[src/rtl/ppv_pkg.sv]
// ----------------------------------------------------------------------------
// Point projection and visibility: shared package
// Widths, register indexes, codes and the side-band record of the pipeline.
// ----------------------------------------------------------------------------
package ppv_pkg;

  localparam int CFB_DEFAULT = 8;

  localparam int PT_W   = 24;
  localparam int CO_W   = 16;
  localparam int PROD_W = PT_W + CO_W;
  localparam int CST_W  = CO_W + 8;
  localparam int CLIP_W = 42;
  localparam int CMP_W  = CLIP_W + 16;
  localparam int MUL_W  = CLIP_W + 17;
  localparam int DIV_W  = 62;
  localparam int Q_W    = 17;
  localparam int MG_W   = 12;
  localparam int SCR_W  = 20;
  localparam int DEP_W  = 16;
  localparam int CFG_W  = 64;
  localparam int IDX_W  = 3;
  localparam int IN_W   = 88;
  localparam int OUT_W  = 64;

  localparam logic [Q_W-1:0] ONE_Q16 = 17'h10000;

  localparam logic [IDX_W-1:0] CFG_ROW_X    = 3'd0;
  localparam logic [IDX_W-1:0] CFG_ROW_Y    = 3'd1;
  localparam logic [IDX_W-1:0] CFG_ROW_Z    = 3'd2;
  localparam logic [IDX_W-1:0] CFG_ROW_W    = 3'd3;
  localparam logic [IDX_W-1:0] CFG_VIEWPORT = 3'd4;
  localparam logic [IDX_W-1:0] CFG_W_MIN    = 3'd5;
  localparam logic [IDX_W-1:0] CFG_CLIP_TOL = 3'd6;

  localparam logic [1:0] SEL_DIV  = 2'd0;
  localparam logic [1:0] SEL_ZERO = 2'd1;
  localparam logic [1:0] SEL_FULL = 2'd2;

  typedef enum logic [1:0] {
    VIS_INSIDE  = 2'd0,
    VIS_MARGIN  = 2'd1,
    VIS_OUTSIDE = 2'd2,
    VIS_OFF     = 2'd3
  } vis_t;

  typedef struct packed {
    logic            off;
    logic [MG_W-1:0] margin;
    logic [2:0][1:0] sel;
  } side_t;

endpackage

[src/rtl/ppv_clip.sv]
// ----------------------------------------------------------------------------
// Point projection and visibility: clip tests
// Three stages: w checks and sign fold, tolerance product, range test and
// preparation of the dividend and divisor of each normalized coordinate.
// ----------------------------------------------------------------------------
module ppv_clip #(
  parameter int COEFF_FRAC_BITS = ppv_pkg::CFB_DEFAULT
) (
  input  logic                              clk,
  input  logic                              rst_n,
  input  logic                              en,
  input  logic                              valid_i,
  input  logic signed [ppv_pkg::CLIP_W-1:0] clip_i [4],
  input  logic [ppv_pkg::MG_W-1:0]          margin_i,
  input  logic [15:0]                       w_min_i,
  input  logic [15:0]                       tol_i,
  output logic                              valid_o,
  output logic [ppv_pkg::DIV_W-1:0]         num_o [3],
  output logic [ppv_pkg::DIV_W-1:0]         den_o [3],
  output ppv_pkg::side_t                    side_o
);
  import ppv_pkg::*;

  logic                     v3_r, v4_r, v5_r;
  logic                     off3_r, off4_r;
  logic signed [CLIP_W-1:0] cn3_r [3];
  logic signed [CLIP_W-1:0] wn3_r;
  logic signed [CLIP_W-1:0] cn4_r [3];
  logic signed [CLIP_W-1:0] wn4_r;
  logic [CLIP_W-1:0]        cabs4_r [3];
  logic [MUL_W-1:0]         wt4_r;
  logic [MG_W-1:0]          margin3_r, margin4_r;
  logic [DIV_W-1:0]         num5_r [3];
  logic [DIV_W-1:0]         den5_r [3];
  side_t                    side5_r;

  logic signed [CLIP_W-1:0] w_abs;
  logic [CMP_W-1:0]         w_lhs, w_rhs;
  logic                     off3_nxt;
  logic [Q_W-1:0]           tol_full;
  logic                     off5_nxt;
  side_t                    side5_nxt;
  logic signed [CLIP_W:0]   num_s [3];
  logic signed [CLIP_W:0]   den_s;

  always_comb begin
    w_abs    = (clip_i[3] < 0) ? -clip_i[3] : clip_i[3];
    w_lhs    = {w_abs[CLIP_W-1:0], 16'b0};
    w_rhs    = CMP_W'(w_min_i) << (COEFF_FRAC_BITS + 8);
    off3_nxt = (clip_i[3] == '0) || (w_lhs < w_rhs);
    tol_full = {1'b1, tol_i};
  end

  always_comb begin
    off5_nxt = off4_r;
    den_s    = (CLIP_W+1)'(wn4_r) <<< 1;
    for (int l = 0; l < 3; l++) begin
      if (CMP_W'({cabs4_r[l], 16'b0}) > CMP_W'(wt4_r)) begin
        off5_nxt = 1'b1;
      end
      num_s[l] = (CLIP_W+1)'(cn4_r[l]) + (CLIP_W+1)'(wn4_r);
    end
    side5_nxt.off    = off5_nxt;
    side5_nxt.margin = margin4_r;
    for (int l = 0; l < 3; l++) begin
      if (num_s[l] <= 0) begin
        side5_nxt.sel[l] = SEL_ZERO;
      end else if (num_s[l] >= den_s) begin
        side5_nxt.sel[l] = SEL_FULL;
      end else begin
        side5_nxt.sel[l] = SEL_DIV;
      end
    end
  end

  always_ff @(posedge clk) begin
    if (!rst_n) begin
      v3_r <= 1'b0;
      v4_r <= 1'b0;
      v5_r <= 1'b0;
    end else if (en) begin
      v3_r <= valid_i;
      v4_r <= v3_r;
      v5_r <= v4_r;
    end
  end

  always_ff @(posedge clk) begin
    if (en) begin
      off3_r    <= off3_nxt;
      margin3_r <= margin_i;
      wn3_r     <= w_abs;
      for (int l = 0; l < 3; l++) begin
        cn3_r[l] <= (clip_i[3] < 0) ? -clip_i[l] : clip_i[l];
      end
      off4_r    <= off3_r;
      margin4_r <= margin3_r;
      wn4_r     <= wn3_r;
      wt4_r     <= MUL_W'($unsigned(wn3_r)) * MUL_W'(tol_full);
      for (int l = 0; l < 3; l++) begin
        cn4_r[l]   <= cn3_r[l];
        cabs4_r[l] <= (cn3_r[l] < 0) ? $unsigned(-cn3_r[l]) : $unsigned(cn3_r[l]);
      end
      side5_r <= side5_nxt;
      for (int l = 0; l < 3; l++) begin
        num5_r[l] <= (DIV_W'($unsigned(num_s[l])) << Q_W) + DIV_W'($unsigned(den_s));
        den5_r[l] <= DIV_W'($unsigned(den_s)) << 1;
      end
    end
  end

  assign valid_o = v5_r;
  assign num_o   = num5_r;
  assign den_o   = den5_r;
  assign side_o  = side5_r;

endmodule

[config.mk]
export PLATFORM = sky130hd
export DESIGN_NAME = ppv_clip
export DESIGN_NICKNAME = d
export VERILOG_FILES = /design/src/rtl/ppv_pkg.sv /design/src/rtl/ppv_clip.sv
export SDC_FILE = /design/constraint.sdc
export NUM_CORES = 2
export LEC_CHECK = 0
export BUFFER_PORTS_ARGS = -buffer_cell sky130_fd_sc_hd__buf_2
export CAP_MARGIN = 20
export CORE_AREA = 3 3 424 426
export CTS_CLUSTER_DIAMETER = 30
export DETAILED_ROUTE_END_ITERATION = 10
export DIE_AREA = 0 0 427 429
export PLACE_DENSITY_LB_ADDON = 0.08
export SLEW_MARGIN = 25
export SYNTH_ARGS = -nofsm -noshare
export SYNTH_HDL_FRONTEND = slang
export SYNTH_SLANG_ARGS = --single-unit
export TNS_END_PERCENT = 50
[constraint.sdc]
create_clock -name clk -period 9 [get_ports clk]
set_input_delay 1.35 -clock clk [delete_from_list [all_inputs] [get_ports clk]]
set_output_delay 1.35 -clock clk [all_outputs]
set_load 0.02 [all_outputs]
# Word-level counts from Yosys, hierarchy flattened
# Memory sizes are Yosys's and may differ from the RTL's.
# Index checks and enable logic that the tools add are counted.
# word_totals
reg_bits	418
latch_bits	0
ramBits	378
mem_bits_ro	0
inputBits	216
elab_cells	65
n_memories	3
# op_classes
add_sub_neg	13
multipliers	1
div_mod_pow	0
order_cmp	14
eq_ne	0
shifts	0
mux	12
n_bitwise	0
n_reduce_logical	3
# memory_table
memory	depth	width	rd	rd_ports_with_merged_regs	write_ports	line	rtl
cabs4_r	3	42	3	0	3	ppv_clip.sv:30	logic [CLIP_W-1:0] cabs4_r [3];
cn3_r	3	42	3	0	3	ppv_clip.sv:26	logic signed [CLIP_W-1:0] cn3_r [3];
cn4_r	3	42	3	0	3	ppv_clip.sv:28	logic signed [CLIP_W-1:0] cn4_r [3];
# ops
op	count
$mux 42	7
$neg 42->42	7
$add 60x43->61	3
$gt 58x58->1	3
$lt 42x1->1 const B	4
$add 42x42->43	3
$ge 43x43->1	3
$le 43x1->1 const B	3
$lt 58x32->1	1
$mul 42x17->58	1
$logic_not 42->1	1
$mux 2	3
$reduce_or 3->1	1
$mux 1	2
$logic_or 1x1->1	1

# Depth between registers and ports, before layout
# logic_depth
word_depth	4
ltp_mapped	27
ltp_nobuf	25

# Worst setup path before layout
# Ideal clock, no wire load.
# synth_timing
kind	input-to-reg
start	in tol_i[10]
end	reg wt4_r[55], data pin
setup_ps	262
t_arrival_ps	7629
t_required_ps	8738
slack_ps	1108
stages	24
path_buffers	2
path_cell_list	clkbuf_1 clkbuf_1 nand2_1 fa_1 inv_1 fa_1 fa_1 fa_1 fa_1 inv_1 fa_1 inv_1 ha_1 a211oi_1 o21ai_0 a221o_1 a211o_1 a21oi_1 nor3_1 or3_1 o31a_1 a311oi_1 o21bai_1 xor2_1
# synth_via
elab_chain_cells	1
# synth_lines
item	line	rtl
start, declared	ppv_clip.sv:16	input logic [15:0] tol_i,
$mul 42x17->58	ppv_clip.sv:99	wt4_r <= MUL_W'($unsigned(wn3_r)) * MUL_W'(tol_full);
end signal, assigned	ppv_clip.sv:99	
end, declared	ppv_clip.sv:31	logic [MUL_W-1:0] wt4_r;
# No other way between the ends.
# A chain may end at the register's enable or synchronous reset.

# Worst setup path after layout
# layout_timing
start	in tol_i[6]
end	reg wt4_r[55], data pin
# The elaborated chain is that of the path after synthesis.

==> results.yml <==
timing:
  skew_ps: 30.0
  fin_tns_setup_ps: 0
  tightest_slew_ps: 1100
  final-max-slew-violation-count: 0
  max_clock_freq_mhz: 126
  setup_ws_ps: 1090
  min_period_ps: 7910
  timing.hold.ws_ps: 412
  finalCritPeriodShare_pct: 87.9
  setup_viol: 0
  slew_headroom_pct: 26.6
  rsz0062_at_grt: "false"
  hold_violations: 0
detailed_routing:
  wl_um: 239000
  wl_met2_um: 116000
  met3WireLength_um: 10800
  vias: 53400
  top_layer_used: "met4"
  drt-wirelength-per-cell_um: 23.7
  drc: 0
  drt-met1-wl_um: 101000
  ant_nets: 0
  initialDrtViolationCount: 3475
  first_pass_iters: 5
  viasPerCell: 5.30
setup_path:
  cp.required_ps: 9520
  slowest_delay_ps: 560
  critPathLaunchType: "primary input"
  cp_top_family: "adder cells"
  worstReg2RegEnd: "wt4_r[55]"
  reg2reg_slack_ps: 1120
  critPathKind: "primary input to register"
  cpMostUsedCell: "fa_1"
  cpMaxStageDelayCell: "fa_1"
  critPathBufInv: 7
  arrival_ps: 8430
  endpoint_kind: "register"
  r2r_cells: 23
  crit_fanout: 21
  r2r-start: "wn3_r[5]"
run:
  drv_cap: 0
final_layout:
  drive_gt1_share_pct: 13.5
  final_common_cell: "inv_1"
  synthToLayoutAreaGrowth_pct: 15.2
  final_cell_area_um2: 80900
  fin_nets: 9016
  mostFrequentLayoutCells: "997 x inv_1, 818 x nand2_1, 736 x edfxtp_1, 607 x ha_1, 604 x fa_1"
grt:
  grt_antenna_before_repair: 40
  grt_overflow: 0
  grt_pass1_vias: 54700
  grtUsageTotal_pct: 25.8
  grt_pass1_wl_um: 350000
  grt_max_degree: 154
placement:
  place_area_um2: 75300
  gp_congestion: 0.924
  preCtsSetupSlack_ps: 297
  dp_hpwl_um: 193000
  port-buffer-count: 541
synthesis:
  syn_area_um2: 70200
  synth_cell_types: 84
  ys.warnings.count: 0
  synth_top_cell_by_area: "edfxtp_1"
  synth_area_leaders: "edfxtp_1 31%, fa_1 17%, ha_1 11%, inv_1 5.3%, xnor2_1 5.3%"
  ys_ff_latch: 739
  async_reset_ff_share_pct: 0
  synth_flop_cell: "edfxtp_1"
  synth_top_area_share_pct: 31.5
  synthCells: 7061
  synth-edff-count: 736
  synth_area_per_cell_um2: 9.95
  yosysSeqAreaShare_pct: 31.6
clock_tree:
  postCtsSetupRepairBufs: 0
  cts.clk_slew.worst_paths_ps: 50
  clkLatencyLatePin_ps: 790
  cts_resized: 0
  cts_root_buffer: "clkbuf_16"
  clock_sinks: 739
  cts_made_buffers: 156
  cts_buffer_depth: 3
  hold_buffers: 0
  cts_tree: "yes"
  htreeDepth: 4
min_path:
  min_path_type: "register to register"
  worstHoldEndpoint: "margin4_r[3]"
  worstHoldStart: "margin3_r[3]"
  hold_depth: 0
die:
  die_h_um: 429
  core_um2: 176000
  io_pins: 608
  rows: 154
  die_w_um: 427
  die_area_um2: 183000
  start_util_pct: 39.9
status:
  status: "finished, final reports clean"
-- synthesized netlist by cell type (35+ instances only) --
cell type and n:
nor2b_1 56, nand2b_1 67, or4_1 56, nand3_1 92, clkbuf_1 211, buf_4 198
nor3_1 83, o21ai_0 270, or3_1 54, a31oi_1 35, ha_1 607, edfxtp_1 736
a21o_1 224, o21bai_1 45, and2_1 172, inv_1 997, nand2_1 818, xor2_1 106
a211oi_1 53, o31ai_1 82, nor2_1 209, xnor2_1 427, a21oi_1 317, o21a_1 44
nand4_1 101, nor4_1 43, fa_1 604, o41ai_1 48
-- routing by layer --
layer	vias to the layer above	global-route usage, %
li1	25000	-
met1	26400	33.2
met2	1559	43.7
met3	410	2.94
met4	0	11.3
met5	-	0
-- flip-flops by register name, summed over array words and instances (netlist names), 12 cells and up --
name and cells:
cabs4_r 123, margin4_r 12, cn4_r 126, wt4_r 58, num_o 132, wn4_r 42
wn3_r 42, den_o 42, side_o 19, margin3_r 12, cn3_r 126
-- through the flow --
stage               std cells  util, %
detailed placement       9768     42.8
global placement         9768     42.8
finish                  10100     45.9
global route            10100     45.9
CTS                     10100     45.9
floorplan                7126        -
-- worst max-delay path by stage --
stage / from / endpoint / slack [ps] / cells after the start
floorplan: tol_i[10] / wt4_r[55] / 1110 / 24
global placement: tol_i[7] / wt4_r[55] / 350 / 27
detailed placement: tol_i[6] / wt4_r[55] / 300 / 26
CTS: wn3_r[11] / wt4_r[54] / 1080 / 27
global route: wn3_r[5] / wt4_r[55] / 650 / 23
finish: tol_i[6] / wt4_r[55] / 1090 / 26
-- kinds of logic after synthesis --
logic type	after synthesis	share of synthesized area, %
other cells	1	0.00534
mux	13	0.191
fa+ha+maj	1211	28.0
simple gates	1877	13.1
xor+xnor	533	6.65
buf+inv	1409	8.60
flops	739	31.6
compound gates	1278	11.9
-- area by class of cell --
class                           instances  area, um^2
Antenna cell                           18        45.0
Clock buffer                          178        4050
Clock inverter                        114        1440
Fill cell                           16900       95200
Inverter                              997        3740
Multi-Input combinational cell       4978       42300
Sequential cell                       739       22200
Tap cell                             2340        2930
Timing Repair Buffer                  717        4240
Power is not shown: default switching activity piles up to over one toggle a cycle in this logic, so the estimate is an artifact.
