`config.mk`:
```
export PLATFORM = sky130hd
export DESIGN_NAME = ppv_viewport
export DESIGN_NICKNAME = d
export VERILOG_FILES = /design/src/rtl/ppv_pkg.sv /design/src/rtl/ppv_viewport.sv
export SDC_FILE = /design/constraint.sdc
export NUM_CORES = 2
export LEC_CHECK = 0
export CORE_AREA = 2 2 253 255
export DETAILED_ROUTE_END_ITERATION = 7
export DIE_AREA = 0 0 255 257
export DONT_BUFFER_PORTS = 1
export MAX_ROUTING_LAYER = met4
export PLACE_DENSITY = 0.7
export SYNTH_ARGS = -nofsm -noshare
export SYNTH_HDL_FRONTEND = slang
export SYNTH_SLANG_ARGS = --single-unit
```
`constraint.sdc`:
```
create_clock -name clk -period 13.98 [get_ports clk]
set_input_delay 2.097 -clock clk [delete_from_list [all_inputs] [get_ports clk]]
set_output_delay 2.097 -clock clk [all_outputs]
set_load 0.02 [all_outputs]
```
`src/rtl/ppv_pkg.sv`:
```
// ----------------------------------------------------------------------------
// Point projection and visibility: shared package
// Widths, register indexes, codes and the side-band record of the pipeline.
// ----------------------------------------------------------------------------
package ppv_pkg;

  localparam int CFB_DEFAULT = 8;

  localparam int PT_W   = 24;
  localparam int CO_W   = 16;
  localparam int PROD_W = PT_W + CO_W;
  localparam int CST_W  = CO_W + 8;
  localparam int CLIP_W = 42;
  localparam int CMP_W  = CLIP_W + 16;
  localparam int MUL_W  = CLIP_W + 17;
  localparam int DIV_W  = 62;
  localparam int Q_W    = 17;
  localparam int MG_W   = 12;
  localparam int SCR_W  = 20;
  localparam int DEP_W  = 16;
  localparam int CFG_W  = 64;
  localparam int IDX_W  = 3;
  localparam int IN_W   = 88;
  localparam int OUT_W  = 64;

  localparam logic [Q_W-1:0] ONE_Q16 = 17'h10000;

  localparam logic [IDX_W-1:0] CFG_ROW_X    = 3'd0;
  localparam logic [IDX_W-1:0] CFG_ROW_Y    = 3'd1;
  localparam logic [IDX_W-1:0] CFG_ROW_Z    = 3'd2;
  localparam logic [IDX_W-1:0] CFG_ROW_W    = 3'd3;
  localparam logic [IDX_W-1:0] CFG_VIEWPORT = 3'd4;
  localparam logic [IDX_W-1:0] CFG_W_MIN    = 3'd5;
  localparam logic [IDX_W-1:0] CFG_CLIP_TOL = 3'd6;

  localparam logic [1:0] SEL_DIV  = 2'd0;
  localparam logic [1:0] SEL_ZERO = 2'd1;
  localparam logic [1:0] SEL_FULL = 2'd2;

  typedef enum logic [1:0] {
    VIS_INSIDE  = 2'd0,
    VIS_MARGIN  = 2'd1,
    VIS_OUTSIDE = 2'd2,
    VIS_OFF     = 2'd3
  } vis_t;

  typedef struct packed {
    logic            off;
    logic [MG_W-1:0] margin;
    logic [2:0][1:0] sel;
  } side_t;

endpackage

```
`src/rtl/ppv_viewport.sv`:
```
// ----------------------------------------------------------------------------
// Point projection and visibility: viewport mapping
// Three stages: pixel scaling, rounding with offset, edge distance and class.
// ----------------------------------------------------------------------------
module ppv_viewport (
  input  logic                      clk,
  input  logic                      rst_n,
  input  logic                      en,
  input  logic                      valid_i,
  input  logic [ppv_pkg::Q_W-1:0]   q_i [3],
  input  ppv_pkg::side_t            side_i,
  input  logic [ppv_pkg::CFG_W-1:0] vp_i,
  output logic                      valid_o,
  output ppv_pkg::vis_t             class_o,
  output logic [ppv_pkg::SCR_W-1:0] sx_o,
  output logic [ppv_pkg::SCR_W-1:0] sy_o,
  output logic [ppv_pkg::DEP_W-1:0] depth_o
);
  import ppv_pkg::*;

  logic                 va_r, vb_r, vc_r;
  logic [32:0]          prod_a_r [2];
  logic [DEP_W-1:0]     dep_a_r, dep_b_r;
  logic                 off_a_r, off_b_r;
  logic [MG_W-1:0]      mg_a_r, mg_b_r;
  logic [20:0]          loc_b_r [2];
  logic [SCR_W-1:0]     res_b_r [2];
  vis_t                 class_r;
  logic [SCR_W-1:0]     sx_r, sy_r;
  logic [DEP_W-1:0]     dep_r;

  logic [Q_W-1:0]       s_val [3];
  logic [15:0]          size [2];
  logic [15:0]          offs [2];
  logic [33:0]          rnd [2];
  logic [20:0]          loc [2];
  logic [21:0]          res_sum [2];
  logic [20:0]          half [2];
  logic [20:0]          dev [2];
  logic [20:0]          dd [2];
  logic [20:0]          edge_dist;
  logic [16:0]          m_lo, m_hi;
  vis_t                 class_nxt;

  always_comb begin
    offs[0] = vp_i[15:0];
    offs[1] = vp_i[31:16];
    size[0] = vp_i[47:32];
    size[1] = vp_i[63:48];
    for (int l = 0; l < 3; l++) begin
      case (side_i.sel[l])
        SEL_ZERO: s_val[l] = '0;
        SEL_FULL: s_val[l] = ONE_Q16;
        default:  s_val[l] = (q_i[l] > ONE_Q16) ? ONE_Q16 : q_i[l];
      endcase
    end
    for (int k = 0; k < 2; k++) begin
      rnd[k]     = 34'(prod_a_r[k]) + 34'd2048;
      loc[k]     = rnd[k][32:12];
      res_sum[k] = 22'({offs[k], 4'b0}) + 22'(loc[k]);
      half[k]    = 21'(size[k]) << 3;
      dev[k]     = (loc_b_r[k] > half[k]) ? loc_b_r[k] - half[k] : half[k] - loc_b_r[k];
      dd[k]      = (dev[k] > half[k]) ? '0 : half[k] - dev[k];
    end
    edge_dist = (dd[1] < dd[0]) ? dd[1] : dd[0];
    m_lo = 17'(mg_b_r) << 4;
    m_hi = (17'(mg_b_r) + 17'd1) << 4;
    if (off_b_r) begin
      class_nxt = VIS_OFF;
    end else if (edge_dist < 21'(m_lo)) begin
      class_nxt = VIS_OUTSIDE;
    end else if (edge_dist > 21'(m_hi)) begin
      class_nxt = VIS_INSIDE;
    end else begin
      class_nxt = VIS_MARGIN;
    end
  end

  always_ff @(posedge clk) begin
    if (!rst_n) begin
      va_r <= 1'b0;
      vb_r <= 1'b0;
      vc_r <= 1'b0;
    end else if (en) begin
      va_r <= valid_i;
      vb_r <= va_r;
      vc_r <= vb_r;
    end
  end

  always_ff @(posedge clk) begin
    if (en) begin
      for (int k = 0; k < 2; k++) begin
        prod_a_r[k] <= 33'(s_val[k]) * 33'(size[k]);
        loc_b_r[k]  <= loc[k];
        res_b_r[k]  <= (res_sum[k] > 22'(20'hFFFFF)) ? 20'hFFFFF : res_sum[k][SCR_W-1:0];
      end
      dep_a_r <= (s_val[2] > 17'(16'hFFFF)) ? 16'hFFFF : s_val[2][DEP_W-1:0];
      off_a_r <= side_i.off;
      mg_a_r  <= side_i.margin;
      dep_b_r <= dep_a_r;
      off_b_r <= off_a_r;
      mg_b_r  <= mg_a_r;
      class_r <= class_nxt;
      sx_r    <= off_b_r ? '0 : res_b_r[0];
      sy_r    <= off_b_r ? '0 : res_b_r[1];
      dep_r   <= off_b_r ? '0 : dep_b_r;
    end
  end

  assign valid_o = vc_r;
  assign class_o = class_r;
  assign sx_o    = sx_r;
  assign sy_o    = sy_r;
  assign depth_o = dep_r;

endmodule

```
# Word level (Yosys, flattened, before mapping)
# Memory sizes are Yosys's and may differ from the RTL's. A register that Yosys moved wholly into a read port is not among the register bits.
# Cells that the tools add are included.
dict set report totals {
  in_bits 138
  latchBits 0
  reg_bits 79
  n_memories 3
  ram_bits 148
  out_inout_bits 59
  elab_cells 65
  romBits 0
}
# name depth width rd rd_ports_with_merged_regs wr line_no
set memory_table {}
lappend memory_table {prod_a_r 2 33 2 0 2 ppv_viewport.sv:22} ;# logic [32:0] prod_a_r [2];
lappend memory_table {loc_b_r 2 21 2 0 2 ppv_viewport.sv:26} ;# logic [20:0] loc_b_r [2];
lappend memory_table {res_b_r 2 20 2 2 2 ppv_viewport.sv:27} ;# logic [SCR_W-1:0] res_b_r [2];
dict set report classes {
  addsub 11
  div_mod_pow 0
  n_eq_ne 6
  n_bitwise 0
  mul 2
  n_reduce_logical 1
  magnitude_cmp 13
  n_shift 0
  n_mux 17
}
# operator n
set ops {}
lappend ops {{$mux W21} 5}
lappend ops {{$pmux W17 S2} 3}
lappend ops {{$gt A21 B19 Y1} 4}
lappend ops {{$sub A19 B21 Y21} 4}
lappend ops {{$add A33 B12 Y33 const B} 2}
lappend ops {{$mul A17 B16 Y33} 2}
lappend ops {{$gt A17 B17 Y1 const B} 3}
lappend ops {{$mux W17} 3}
lappend ops {{$add A20 B21 Y22} 2}
lappend ops {{$gt A22 B20 Y1 const B} 2}
lappend ops {{$sub A21 B19 Y21} 2}
lappend ops {{$mux W20} 2}
lappend ops {{$gt A21 B17 Y1} 1}
lappend ops {{$lt A21 B16 Y1} 1}
lappend ops {{$lt A21 B21 Y1} 1}
lappend ops {{$gt A17 B16 Y1 const B} 1}
lappend ops {{$add A12 B1 Y13 const B} 1}
lappend ops {{$eq A2 B1 Y1 const B} 3}
lappend ops {{$eq A2 B2 Y1 const B} 3}
lappend ops {{$mux W1} 4}
lappend ops {{$reduce_or A2 Y1} 1}

# Depth between registers and ports, before layout
# An unclocked memory read counts as a cell.
dict set report logic_depth {
  ltp_word 10
  depth_mapped 55
  depth_no_buf 50
}

# Worst setup path after synthesis
# Ideal clock, no wire load.
dict set report synth_timing {
  path_kind {input-to-reg}
  startpoint {input vp_i[41] (netlist bit)}
  endpoint {register class_r[0] (netlist: class_o[0]) (data pin)}
  path_buffers 10
  stages 50
  arrival_time_ps 11576
  setup_ps 258
  required_time_ps 13722
  setup_slack_ps 2146
  cell_sequence {clkbuf_1 -> clkbuf_1 -> inv_1 -> ha_1 -> buf_2 -> nand4_1 -> a311o_1 -> a211o_1 -> a21boi_4 -> buf_6 -> clkbuf_1 -> buf_1 -> mux2i_1 -> xnor2_1 -> ha_1 -> nand4_1 -> nor3_1 -> nand4_1 -> (+14 left out) -> o21a_1 -> a41o_1 -> buf_4 -> buf_2 -> a21o_1 -> ha_1 -> nor2b_1 -> o21a_1 -> o21a_1 -> o21a_1 -> o21a_1 -> o21a_1 -> o21ai_0 -> a21oi_1 -> or3_1 -> a21oi_1 -> o211a_1 -> o31ai_2}
}
dict set report synth_via {
  elab_chain_cells 9
  elab_cells_between_ends 13
  cone_classes {add/sub (3); order compare (5); mux (5)}
}
# element line_no
set synth_lines {}
lappend synth_lines {{from (decl)} ppv_viewport.sv:12} ;# input logic [ppv_pkg::CFG_W-1:0] vp_i,
lappend synth_lines {{$sub A19 B21 Y21, or another cell as far along} ppv_viewport.sv:62} ;# dev[k] = (loc_b_r[k] > half[k]) ? loc_b_r[k] - half[k] : half[k] - loc_b_r[k];
lappend synth_lines {{$mux W21} ppv_viewport.sv:62}
lappend synth_lines {{$sub A19 B21 Y21 or $gt A21 B19 Y1 (tied branches)} ppv_viewport.sv:63} ;# dd[k] = (dev[k] > half[k]) ? '0 : half[k] - dev[k];
lappend synth_lines {{$mux W21 *} ppv_viewport.sv:63}
lappend synth_lines {{$lt A21 B21 Y1} ppv_viewport.sv:65} ;# edge_dist = (dd[1] < dd[0]) ? dd[1] : dd[0];
lappend synth_lines {{$mux W21 *} ppv_viewport.sv:65}
lappend synth_lines {{$gt A21 B17 Y1} ppv_viewport.sv:72} ;# end else if (edge_dist > 21'(m_hi)) begin
lappend synth_lines {{$mux W1} ppv_viewport.sv:72}
lappend synth_lines {{$mux W1 *} ppv_viewport.sv:70} ;# end else if (edge_dist < 21'(m_lo)) begin
lappend synth_lines {{to (signal assigned)} ppv_viewport.sv:104} ;# class_r <= class_nxt;
lappend synth_lines {{to (decl)} ppv_viewport.sv:28} ;# vis_t class_r;
# Mark *: on every way between the ends. The rest lies on a longest branch, timed or not.
# A chain may end at the register's enable or synchronous reset.

# Worst setup path after layout
dict set report layout_timing {
  startpoint {input vp_i[61] (netlist bit)}
  endpoint {register class_r[0] (netlist: class_o[0]) (data pin)}
}
# Same word-level chain as after synthesis.

==> results.py <==
metrics = {
    "outcome": {
        "status": "finished clean",
    },
    "synthesis": {
        "synthMuxAreaShare": 0.0113,
        "netlist_instances": 3647,
        "synth-compound-area-share": 0.0946,
        "ys_types": 95,
        "syn-mean-instance-area_um2": 9.35,
        "synth-seq-cells": 245,
        "synth_simple_gate_area_share": 0.160,
        "synthXorXnorAreaFrac": 0.0459,
        "yosys_warnings": 0,
        "syn_nets": 4588,
        "synth_ff_type": "edfxtp_1",
        "syn_area_mm2": 0.0341,
        "synth_top_family_by_area": "adder cells",
        "synth_fa_ha_area_frac": 0.387,
        "async_flop_share": 0,
        "synth_seq_area_share": 0.215,
        "synth_edf_count": 242,
    },
    "layout": {
        "final_net_count": 4472,
        "final_util": 0.566,
        "seqCellArea_mm2": 0.00733,
        "syn_to_final_growth_pct": 4.12,
        "multi_input_area_mm2": 0.0239,
        "final_common_cell": "inv_1",
        "drive_above_1_share": 0.0287,
        "final_cell_mix": "inv_1 (611), nand2_1 (441), fa_1 (418)",
        "n_fill_cell": 5459,
        "final_cell_count_no_fill": 4401,
    },
    "global_routing": {
        "grt_util_all_layers": 0.278,
        "grt_pass1_vias": 25200,
        "grt_pass1_wl_um": 139000,
        "gr-total-overflow": 0,
        "grt_max_degree": 246,
        "antenna_found_initial": 4,
    },
    "pwr": {
        "irDropWorstVdd_mv": 0.102,
        "leakagePower_nw": 16.6,
        "p_per_area_mw_per_mm2": 134,
    },
    "sta": {
        "finalHoldViolCount": 0,
        "maxSlewHeadroom": 0.248,
        "setup_viol": 0,
        "fmax_mhz": 83.9,
        "tns_ns": 0,
        "min_period_ns": 11.92,
        "fin_skew_ns": 0.0132,
        "fin_crit_sh": 0.853,
        "slew_violations": 0,
        "rsz0062_at_grt": "no",
        "hold_ws_ns": 0.413,
        "tightestPinTransition_ns": 1.13,
    },
    "critical_path": {
        "rr_startpoint": "loc_b_r[0][24]$_DFFE_PP_",
        "path_class": "input port to flop",
        "crit_slowest_cell": "a21oi_2",
        "start_kind": "input port",
        "crit_path_end_kind": "flop",
        "critPathLaunch": "vp_i[61]",
        "path_max_fanout": 21,
        "arrival_ns": 12.25,
        "crit_required_ns": 14.31,
        "crit_path_max_incr_delay_ns": 0.58,
    },
    "clocking": {
        "cts_hold_buf": 0,
        "postCtsSetupBuffers": 0,
        "cts.sinks": 245,
        "cts_resized": 0,
        "cts_tree": "done",
        "cts.path.max_buffers": 3,
        "cts_root_buf": "clkbuf_16",
        "insertion_delay_ns": 0.58,
        "cts_buffers": 27,
        "cts.clk_slew.worst_paths_ns": 0.06,
        "ctsHtreeMaxLevel": 1,
    },
    "worst_hold_path": {
        "hp-class": "flop to flop",
        "hold_start": "dep_a_r[5]$_SDFFCE_PN1P_",
    },
    "route": {
        "drt_first_pass_iters": 6,
        "wire_per_inst_um": 19.7,
        "drc": 0,
        "viasPerCell": 5.66,
        "ant_nets": 0,
        "wirelength_um": 86500,
        "drt_iter0_markers": 2042,
        "vias": 24900,
    },
    "place": {
        "gp_congestion": 0.961,
        "hpwl_um": 68400,
        "place_inst": 4348,
        "io_buffers": 0,
    },
    "flow_run": {
        "cap_violations": 0,
    },
    "die": {
        "rows": 92,
        "start_util": 0.544,
        "die_w_um": 255,
        "dieArea_mm2": 0.0655,
        "io_pins": 197,
        "coreArea_mm2": 0.0627,
        "dieHeight_um": 257,
    },
}
==> kinds of logic after synthesis <==
group / after synthesis
buffers and inverters: 773
adders and majority gates: 803
AOI/OAI and AO/OA: 491
xor gates and xnor gates: 178
and+or+nand+nor: 1118
DFF: 245
other: 2
muxes: 37
==> final timing paths <==
| check | to | slack (ns) | cells past startpoint |
|---|---|---|---|
| max | class_o[0]$_SDFFCE_PP1P_ | 2.06 | 48 |
| min reg2reg | dep_b_r[5]$_DFFE_PP_ | 0.41 | 0 |
| max reg2reg | class_o[0]$_SDFFCE_PP1P_ | 3.15 | 50 |
| min | dep_b_r[5]$_DFFE_PP_ | 0.41 | 0 |
==> sequential cells by signal, indices dropped and copies added (netlist names) <==
signal and count:
va_r 1, mg_b_r 12, mg_a_r 12, depth_o 16, off_b_r 1, class_o 2
dep_b_r 16, sx_o 20, vb_r 1, dep_a_r 16, valid_o 1, sy_o 20
prod_a_r 44, loc_b_r 42, off_a_r 1, res_b_r 40
==> report_power, final <==
part           total (mW)  switching, mW  internal (mW)
Sequential           1.17          0.129           1.04
Combinational        2.89           1.71           1.18
Clock               0.691          0.314          0.377
Total                4.76           2.16           2.60
==> area by class of cell <==
type,instances,share of cell area
diodes,3,0.000211
clock buffers,29,0.0192
clock inverters,21,0.00469
inverters,612,0.0647
multi-input cells,2629,0.672
flip-flops and latches,245,0.206
well taps,846,0.0298
repair buffers,16,0.00338
==> metrics by stage <==
step	area [µm²]	setup slack (ns)	total power, mW
floorplan	34100	2.15	3.33
global placement	34700	1.75	4.02
detailed placement	34700	1.62	4.03
CTS	35500	2.22	4.76
global route	35500	1.17	5.17
finish	35500	2.06	4.76
==> Yosys cell counts, types with 5 or more instances <==
library cell / n / area [µm²]
o21bai_1: 11 / 82.6
nor3_1: 42 / 210
or2_2: 6 / 37.5
nor2_1: 147 / 552
a31o_2: 5 / 43.8
nand2b_1: 28 / 175
nand4_1: 28 / 175
mux2i_1: 27 / 270
xor2_1: 54 / 473
and3_1: 132 / 826
or3_1: 6 / 37.5
o21ai_0: 94 / 470
inv_1: 611 / 2290
a31oi_1: 11 / 68.8
a2111oi_0: 5 / 43.8
nand3_1: 57 / 285
nor4_1: 11 / 68.8
nand2_1: 441 / 1660
fa_1: 418 / 8370
nor2b_1: 84 / 526
o21a_1: 36 / 270
clkbuf_1: 132 / 495
edfxtp_1: 242 / 7270
a311oi_1: 6 / 52.6
o31ai_1: 6 / 45.0
a211oi_1: 19 / 143
xnor2_1: 123 / 1080
o21ai_1: 16 / 80.1
ha_1: 385 / 4820
o211ai_1: 7 / 52.6
a21o_1: 68 / 510
a21oi_1: 139 / 696
and2_1: 109 / 682
mux2_2: 9 / 101
buf_2: 19 / 95.1
==> critical path: cells and delay by family <==
family                   cells  cell delay [ns]
adder cells (fa/ha/maj)      4             1.32
AND/OR/NAND/NOR             13             2.20
multiplexers                 1             0.31
XOR/XNOR                     1             0.15
AO/OA/AOI/OAI               26             5.41
buffers and inverters        3             0.73
==> per-layer routing <==
layer	GRT usage	up-vias	wire [µm]
li1	-	11700	-
met1	0.382	12200	37600
met2	0.440	875	40600
met3	0.0347	133	6260
met4	0.0668	0	2130
met5	-	-	0
Power figures use the tool's default switching activity.
